--- src/rtl/core/ppr_pkg.sv ---
`default_nettype none
package ppr_pkg;

  localparam logic OP_WRITE = 1'b0;
  localparam logic OP_QUERY = 1'b1;

  localparam int IDX_W    = 13;
  localparam int SAMPLE_W = 32;
  localparam int NUM_W    = 13;

  // |y1 - y3| and |y1 - 2*y2 + y3| widths
  localparam int NUM_MAG_W = 33;
  localparam int D_MAG_W   = 34;

  localparam logic signed [31:0] SAT_MAX = 32'sh7FFF_FFFF;
  localparam logic signed [31:0] SAT_MIN = 32'sh8000_0000;

endpackage
`default_nettype wire

--- src/rtl/core/ppr_mul.sv ---
`default_nettype none
// Shift-add multiplier, multiplier bits taken MSB first, with sticky overflow.
module ppr_mul #(
  parameter int FRAC_BITS = 16
) (
  input  wire logic                  clk,
  input  wire logic                  rst_n,
  input  wire logic                  start,
  input  wire logic [32:0]           mag_a,
  input  wire logic [FRAC_BITS+33:0] mag_b,
  output logic [FRAC_BITS+35:0]      product,
  output logic                       ovf,
  output logic                       done
);

  localparam int AW_  = ppr_pkg::NUM_MAG_W;
  localparam int BW   = FRAC_BITS + 34;
  localparam int LIM  = FRAC_BITS + 36;
  localparam int CW   = $clog2(AW_ + 1);

  logic           busy_r, busy_nxt;
  logic           done_r, done_nxt;
  logic           ovf_r, ovf_nxt;
  logic [CW-1:0]  cnt_r, cnt_nxt;
  logic [AW_-1:0] a_r, a_nxt;
  logic [BW-1:0]  b_r, b_nxt;
  logic [LIM-1:0] acc_r, acc_nxt;
  logic [LIM+1:0] sum;

  always_comb begin
    sum      = (LIM+2)'({acc_r, 1'b0}) + (a_r[AW_-1] ? (LIM+2)'(b_r) : '0);
    busy_nxt = busy_r;
    done_nxt = 1'b0;
    ovf_nxt  = ovf_r;
    cnt_nxt  = cnt_r;
    a_nxt    = a_r;
    b_nxt    = b_r;
    acc_nxt  = acc_r;
    if (start) begin
      busy_nxt = 1'b1;
      ovf_nxt  = 1'b0;
      cnt_nxt  = CW'(AW_);
      a_nxt    = mag_a;
      b_nxt    = mag_b;
      acc_nxt  = '0;
    end else if (busy_r) begin
      acc_nxt = sum[LIM-1:0];
      a_nxt   = {a_r[AW_-2:0], 1'b0};
      // product only grows, so an overflow here stays one
      if (sum[LIM+1:LIM] != 2'b00) begin
        ovf_nxt = 1'b1;
      end
      cnt_nxt = cnt_r - 1'b1;
      if (cnt_r == CW'(1)) begin
        busy_nxt = 1'b0;
        done_nxt = 1'b1;
      end
    end
  end

  always_ff @(posedge clk) begin
    if (!rst_n) begin
      busy_r <= 1'b0;
      done_r <= 1'b0;
      cnt_r  <= '0;
    end else begin
      busy_r <= busy_nxt;
      done_r <= done_nxt;
      cnt_r  <= cnt_nxt;
    end
    ovf_r <= ovf_nxt;
    a_r   <= a_nxt;
    b_r   <= b_nxt;
    acc_r <= acc_nxt;
  end

  assign product = acc_r;
  assign ovf     = ovf_r;
  assign done    = done_r;

endmodule
`default_nettype wire

--- config.mk ---
export PLATFORM = sky130hd
export DESIGN_NAME = ppr_mul
export DESIGN_NICKNAME = d
export VERILOG_FILES = /design/src/rtl/core/ppr_pkg.sv /design/src/rtl/core/ppr_mul.sv
export SDC_FILE = /design/constraint.sdc
export NUM_CORES = 1
export LEC_CHECK = 0
export ABC_AREA = 1
export BUFFER_PORTS_ARGS = -buffer_cell sky130_fd_sc_hd__buf_2
export CAP_MARGIN = 0
export CORE_MARGIN = 3
export CORE_UTILIZATION = 25
export CTS_CLUSTER_SIZE = 40
export DETAILED_ROUTE_END_ITERATION = 12
export PLACE_DENSITY_LB_ADDON = 0.12
export RECOVER_POWER = 100
export SKIP_LAST_GASP = 1
export SLEW_MARGIN = 15
export SYNTH_ARGS = -nofsm -noshare
export SYNTH_HDL_FRONTEND = slang
export SYNTH_SLANG_ARGS = --single-unit
--- constraint.sdc ---
create_clock -name clk -period 6.4 [get_ports clk]
set_input_delay 1.28 -clock clk [delete_from_list [all_inputs] [get_ports clk]]
set_output_delay 1.28 -clock clk [all_outputs]
set_load 0.005 [all_outputs]
==> run metrics <==
top cells by area, synth=edfxtp_1 (25%), nand2_1 (20%), dfxtp_1 (12%); Resize count post-CTS=0; Post-Syn Instances=1518; CTS tree=done; pin count of the biggest net entering global routing=74; Max Cap Viol=4; Final Skew=0.0185 ns; FMAX=0.222 GHz; most common cell after layout, fill and taps aside=nand2_1; CP most frequent cell=nand2_1; Worst-path clk slew=0.07 ns; Die Y=207 um; non-filler instance count after layout=2182; core area=0.0392 mm2; Synthesized Nets=1656; CP Launch Type=flop; sequential area share after synthesis=36.9%; Final Max Slew Viols=119; final setup fails=0; total gr overflow=0; Syn Area/Cell=6.64 um2; H-tree lvl count=4; worst slew pin tran=2.69 ns; Inst Count DP=2150; CP top delay family=buffers and inverters; Max-slew headroom=-79.3%; Port Buf Inserts=139; cts-stage hold buffer count=0; placed wire-length estimate=27.7 mm; failing checks=capacitance limit, slew limit; DR iter-0 viols=449; Yosys warnings=0; RSZ-0062 raised after global routing=no; I/O pin total=140; vias per std cell=4.26; number of synthesized register bits=144; Final Hold Viols=0; first-pass GRT wire length=54.1 mm; CP required=6.75 ns; Worst Setup End Kind=flop; initial antenna violation count=0; CTS sink cnt=144; vias in the first global route=9261; setup_tns=0 ns; layout cells sized above 1=11.7%; crit-path max FO=33; Final Wtd Congestion=0.896; all-layer global routing usage=16.8%; status=finished, violations left; most frequent cells in the layout=nand2_1 (539), inv_1 (298), nor2_1 (145); row cnt=72; share of the synthesized area in the top cell type=24.7%; Setup Fix Bufs, Post-CTS=0; slowest cell on the critical path=clkbuf_1; fin crit share=70.5%; Area growth syn-to-layout=16.6%; PwrDens=226 mW/mm2; worst path bufs/invs=4; leakage power=6.27 nW; worst path cell trace=clkbuf_1, nand2_1, inv_1, ha_1, nand2_1, inv_1, nand2_1, nand2_1, a21oi_1, nand3_1, nand2_1, nand2_1, nand2_1, nand2_1, o21ai_1, inv_1; diode count=0; final antenna-violating net count=0; Clock Latency Late Sink=0.46 ns; ys async rst share=0%; synth unique cells=42; IR Drop Worst-Case VDD=172 uV; Die X=207 um; wirelength, routed=34.8 mm; routed len/inst=16.0 um; nets=1789; Clock Tree Root=clkbuf_16; crit path DAT=4.86 ns; initial core utilization=25.7%; die area=0.0427 mm2; post-route DRC violation count=0; worst hold path type=reg2reg; slowest stage delay, CP=1.22 ns; ys flop type=edfxtp_1; Tmin final=4.51 ns; Netlist Area Pre-Place=0.0101 mm2; clock buffer count from CTS=17; drt first pass iters=5; Layout fillers=4461; CTS max path bufs=2; dpl ws=2.88 ns; largest area contributor in the netlist=edfxtp_1; kind of critical path=reg2reg; via count=9290; Post-synth EDFFs=83; post-route setup slack=1.89 ns
Yosys cell counts, types with 16 or more instances:
master	n
a21oi_1	48
clkbuf_1	21
dfxtp_1	61
edfxtp_1	83
ha_1	51
inv_1	297
inv_2	17
nand2_1	535
nand2_2	16
nand3_1	68
nand4_1	18
nor2_1	144
nor2_2	24
o21ai_0	27
report_power, final:
part / leakage [nW] / switching [mW] / total (mW) / internal [mW]
logic: 4.68 / 0.381 / 0.579 / 0.198
clock network: 0.259 / 0.452 / 0.953 / 0.502
registers: 1.33 / 0.0534 / 1.13 / 1.07
routing by layer:
metal  vias to the layer above  routed length [um]  GRT usage, %
li1                       4957                   -             -
met1                      4168               18100          24.1
met2                       141               15000          25.6
met3                        24                1340          3.76
met4                         0                 371          4.29
met5                         -                   0             0
final cells by class:
class	instances	area (um2)	area share (%)
multi-input cells	1031	5010	42.6
repair buffers	143	661	5.62
flip-flops and latches	144	3710	31.6
inverters	314	1180	10.0
clock buffers	19	433	3.68
well taps	518	648	5.52
clock inverters	13	104	0.884
per-stage QoR:
step | instance area, um2 | util, % | hold WS, ns | power, mW
2_1_floorplan | 10100 | - | 0.448 | 1.52
3_3_place_gp | 11300 | 28.9 | 0.448 | 1.75
5_1_grt | 11700 | 30.0 | 0.498 | 2.83
4_1_cts | 11900 | 30.3 | 0.462 | 2.72
3_5_place_dp | 11300 | 28.9 | 0.448 | 1.74
6_report | 11700 | 30.0 | 0.456 | 2.66
path summary, 6_finish.rpt:
check	start	end	cells past startpoint	slack, ns
max	a_r[32]	product[36]	16	1.89
min	ovf	ovf	2	0.46
max reg2reg	a_r[32]	product[36]	16	1.89
min reg2reg	ovf	ovf	2	0.46
registers in the layout (all words and copies together), names as in the netlist:
| register | flops |
|---|---|
| product | 52 |
| b_r | 50 |
| a_r | 33 |
| cnt_r | 6 |
| busy_r | 1 |
| done | 1 |
| ovf | 1 |
cells by family after synthesis:
kind of cell	after synthesis	share of synthesized area (%)
and+or+nand+nor	841	35.3
xor gates and xnor gates	15	1.30
AOI/OAI and AO/OA	123	7.25
buffers and inverters	343	12.8
adders and majority gates	52	6.53
DFF	144	36.9
worst register-to-register path, delay by kind of cell (launching register included):
family	cells	cell delay, ns
AND/OR/NAND/NOR	9	1.39
flip-flops	1	0.75
AO/OA/AOI/OAI	2	0.51
adder cells (fa/ha/maj)	1	0.32
buffers and inverters	4	1.45
No activity file was read; power rests on OpenSTA's default activity.
