$ cat config.mk
export PLATFORM = sky130hd
export DESIGN_NAME = ppr_div
export DESIGN_NICKNAME = d
export VERILOG_FILES = /design/src/rtl/core/ppr_div.sv
export SDC_FILE = /design/constraint.sdc
export NUM_CORES = 1
export LEC_CHECK = 0
export BUFFER_PORTS_ARGS = -buffer_cell sky130_fd_sc_hd__buf_2
export CAP_MARGIN = 20
export CORE_UTILIZATION = 50
export CTS_CLUSTER_DIAMETER = 50
export CTS_CLUSTER_SIZE = 20
export DETAILED_ROUTE_END_ITERATION = 8
export GPL_ROUTABILITY_DRIVEN = 0
export PLACE_DENSITY = 0.71
export SLEW_MARGIN = 20
export SYNTH_ARGS = -nofsm -noshare
export SYNTH_HDL_FRONTEND = slang
export SYNTH_SLANG_ARGS = --single-unit
$ cat constraint.sdc
create_clock -name clk -period 3.2 [get_ports clk]
set_clock_uncertainty 0.2 [all_clocks]
set_input_delay 0.16 -clock clk [delete_from_list [all_inputs] [get_ports clk]]
set_output_delay 0.16 -clock clk [all_outputs]
set_load 0.02 [all_outputs]
$ cat src/rtl/core/ppr_div.sv
`default_nettype none
// Restoring divider, one quotient bit a cycle.
module ppr_div #(
  parameter int FRAC_BITS = 16
) (
  input  wire logic                    clk,
  input  wire logic                    rst_n,
  input  wire logic                    start,
  input  wire logic [FRAC_BITS+33:0]   dividend,
  input  wire logic [34:0]             divisor,
  output logic [FRAC_BITS+33:0]        quotient,
  output logic                         done
);

  localparam int DW = FRAC_BITS + 34;
  localparam int VW = 35;
  localparam int CW = $clog2(DW + 1);

  logic          busy_r, busy_nxt;
  logic          done_r, done_nxt;
  logic [CW-1:0] cnt_r, cnt_nxt;
  logic [DW-1:0] quo_r, quo_nxt;
  logic [VW-1:0] rem_r, rem_nxt;
  logic [VW:0]   rem_sh;
  logic [VW:0]   rem_sub;
  logic          ge;

  always_comb begin
    rem_sh   = {rem_r, quo_r[DW-1]};
    ge       = rem_sh >= {1'b0, divisor};
    rem_sub  = rem_sh - {1'b0, divisor};
    busy_nxt = busy_r;
    done_nxt = 1'b0;
    cnt_nxt  = cnt_r;
    quo_nxt  = quo_r;
    rem_nxt  = rem_r;
    if (start) begin
      busy_nxt = 1'b1;
      cnt_nxt  = CW'(DW);
      quo_nxt  = dividend;
      rem_nxt  = '0;
    end else if (busy_r) begin
      rem_nxt = ge ? rem_sub[VW-1:0] : rem_sh[VW-1:0];
      quo_nxt = {quo_r[DW-2:0], ge};
      cnt_nxt = cnt_r - 1'b1;
      if (cnt_r == CW'(1)) begin
        busy_nxt = 1'b0;
        done_nxt = 1'b1;
      end
    end
  end

  always_ff @(posedge clk) begin
    if (!rst_n) begin
      busy_r <= 1'b0;
      done_r <= 1'b0;
      cnt_r  <= '0;
    end else begin
      busy_r <= busy_nxt;
      done_r <= done_nxt;
      cnt_r  <= cnt_nxt;
    end
    quo_r <= quo_nxt;
    rem_r <= rem_nxt;
  end

  assign quotient = quo_r;
  assign done     = done_r;

endmodule
`default_nettype wire

==> impl_metrics.json <==
{
  "status": "finished, final reports clean",
  "grt_first_pass_wirelength_mm": 28.9,
  "fin_cells": 1041,
  "final-hold-violation-count": 0,
  "synthTopCellsByCount": "nor2_1 (53), a21oi_1 (50), edfxtp_1 (50), nand2_1 (50), mux2_2 (49)",
  "die_w_um": 115,
  "power_density_nw_per_um2": 447,
  "dieArea_sq_um": 13300,
  "synth_edf_count": 50,
  "critPathSlowestCell": "or3_1",
  "met1_usage": 0.339,
  "worstMarginPinSlew_ns": 0.771,
  "yosys_warnings": 0,
  "mappedNetlistArea_sq_um": 6400,
  "leakagePower_nw": 3.50,
  "path_max_fanout": 7,
  "start_util": 0.522,
  "cp_slowest_stage_delay_ns": 0.40,
  "num_vias": 6041,
  "synth_nets": 801,
  "grt_pass1_vias": 6084,
  "period_needed_ns": 3.09,
  "yosys.area.top_type": "edfxtp_1",
  "pin_count": 139,
  "min_period_over_period": 0.965,
  "maxCapViolCount": 0,
  "root_buffer": "clkbuf_16",
  "drtAntennaViolNets": 0,
  "path_cells": "inv_1, ha_1, fa_2, and2b_2, o2111ai_4, nand4b_4, nand4_2, a211oi_4, nor2_4, or3_1, a311oi_2",
  "die_y_um": 115,
  "rsz0062_at_grt": "false",
  "grt_max_degree": 58,
  "clock_latency_ns": 0.36,
  "cts.sinks": 93,
  "antenna_found_initial": 0,
  "setup_viol": 0,
  "drive_gt1_frac": 0.298,
  "coreArea_sq_um": 12300,
  "cts_tree": "built",
  "busiest_layer": "met2",
  "dpl_worst_slack_ns": -0.0734,
  "dp_cells": 965,
  "min_path_type": "in -> reg",
  "grtUsageMet3": 0.0490,
  "synth_top_cell_area_share": 0.235,
  "peakVddDrop_mv": 0.310,
  "drt_first_pass_iters": 5,
  "cts_max_path_buffers": 2,
  "avgSynthCellArea_sq_um": 9.48,
  "criticalPathCategory": "reg -> reg",
  "synth.top_cells.by_area": "edfxtp_1 (23%), dfxtp_1 (13%), mux2_2 (8.6%), ha_1 (7.2%), a21oi_1 (3.9%)",
  "whs_ns": 0.0311,
  "clk_pin_slew_worst_paths_ns": 0.07,
  "synth-seq-cells": 93,
  "cts_buffers": 9,
  "fmax_mhz": 324,
  "wl_mm": 18.1,
  "num_antenna_cells": 0,
  "yosysSeqAreaShare": 0.369,
  "end_kind": "flip-flop",
  "relSlewSlack": 0.484,
  "wl_per_cell_um": 17.3,
  "arrival_ns": 3.15,
  "synthCells": 675,
  "nNetsFinal": 994,
  "ys_types": 76,
  "maxSlewViolCount": 0,
  "synth_most_common_cell": "nor2_1",
  "area_delta_synth_final_pct": 27.7,
  "rows": 40,
  "synth-main-ff-cell": "edfxtp_1",
  "viasPerCell": 5.80,
  "cts.htree.levels": 3,
  "grt_usage": 0.277,
  "setup_ws_ns": 0.113,
  "grtUsageMet2": 0.490,
  "crit_required_ns": 3.26,
  "port-buffer-count": 138,
  "drc": 0,
  "cp-start-kind": "flip-flop",
  "synthArstFlopShare": 0,
  "grt-ovfl-total": 0,
  "dp_hpwl_mm": 12.2,
  "drt_iter0_drc": 351
}
==> flip-flops by register name, indices dropped and copies added (netlist names) <==
name,cells
busy_r,1
cnt_r,6
done,1
quotient,50
rem_r,35
==> report_power, final <==
part / internal, mW / switching, mW / total, mW
Combinational: 0.499 / 0.641 / 1.14
Sequential: 1.39 / 0.0746 / 1.46
Clock: 0.537 / 0.514 / 1.05
==> timing repair <==
item / CTS / global route
hold endpoints to repair: 58 / 0
setup endpoints to repair: 8 / 27
hold buffers: 51 / 0
gates resized for setup: 1 / 6
gates cloned: 0 / 1
buffers inserted: 0 / 8
pin swaps: 0 / 5
==> metrics by stage <==
| step | area [sq um] | utilization | power [mW] | TNS [ns] |
|---|---|---|---|---|
| finish | 8170 | 0.666 | 3.65 | 0 |
| global route | 8170 | 0.666 | 3.83 | 0 |
| CTS | 8080 | 0.659 | 3.62 | 0 |
| detailed placement | 7280 | 0.593 | 2.52 | -0.149 |
| global placement | 7280 | 0.593 | 2.49 | 0 |
| floorplan | 6400 | - | 2.22 | 0 |
==> cell type report <==
type / instances / area (sq um)
inverter: 46 / 173
tap: 168 / 210
multi-input combinational: 500 / 3710
clock inverter: 7 / 57.6
clock buffer: 9 / 225
sequential: 93 / 2360
fill: 988 / 4090
timing repair buffer: 218 / 1430
==> cell families after synthesis <==
kind of cell,Yosys count,synth area share
AO/OA/AOI/OAI,184,0.205
XOR/XNOR,25,0.0342
adder cells (fa/ha/maj),38,0.0755
buffers and inverters,83,0.0575
flip-flops,93,0.369
multiplexers,68,0.116
AND/OR/NAND/NOR,184,0.143
==> layer usage <==
metal | part of all wire | vias to the layer above
met5 | 0 | -
met2 | 0.50 | 245
met3 | 0.061 | 34
li1 | - | 2891
met1 | 0.42 | 2871
met4 | 0.019 | 0
==> worst paths after layout <==
| kind | start | endpoint | slack, ns | cells past startpoint |
|---|---|---|---|---|
| hold / removal | start | rem_r[31]$_SDFFE_PP0P_ | 0.03 | 2 |
| setup reg to reg | quotient[49]$_DFFE_PP_ | rem_r[19]$_SDFFE_PP0P_ | 0.11 | 11 |
| hold reg to reg | rem_r[15]$_SDFFE_PP0P_ | rem_r[15]$_SDFFE_PP0P_ | 0.29 | 2 |
| setup / recovery | quotient[49]$_DFFE_PP_ | rem_r[19]$_SDFFE_PP0P_ | 0.11 | 11 |
==> critical path, delay by kind of cell (launching register included) <==
kind | cells | cell delay, ns
AND/OR/NAND/NOR | 5 | 1.08
AO/OA/AOI/OAI | 3 | 0.73
adder cells (fa/ha/maj) | 2 | 0.57
flip-flops | 1 | 0.37
buffers and inverters | 1 | 0.05
==> cells in the final DEF (no fill, tap or decap), types with 11 or more instances in the layout <==
master,Yosys,final
a211oi_1,18,18
a21o_1,15,15
a21oi_1,50,50
buf_2,9,137
buf_4,3,29
dfxtp_1,43,42
dlygate4sd3_1,0,51
edfxtp_1,50,50
ha_1,37,37
inv_1,46,45
mux2_2,49,49
mux2i_1,18,18
nand2_1,50,50
nand3_1,15,15
nand4_1,11,11
nor2_1,53,53
o211ai_1,11,11
o21ai_0,20,19
xnor2_1,18,18
No activity file was read; power rests on OpenSTA's default activity.
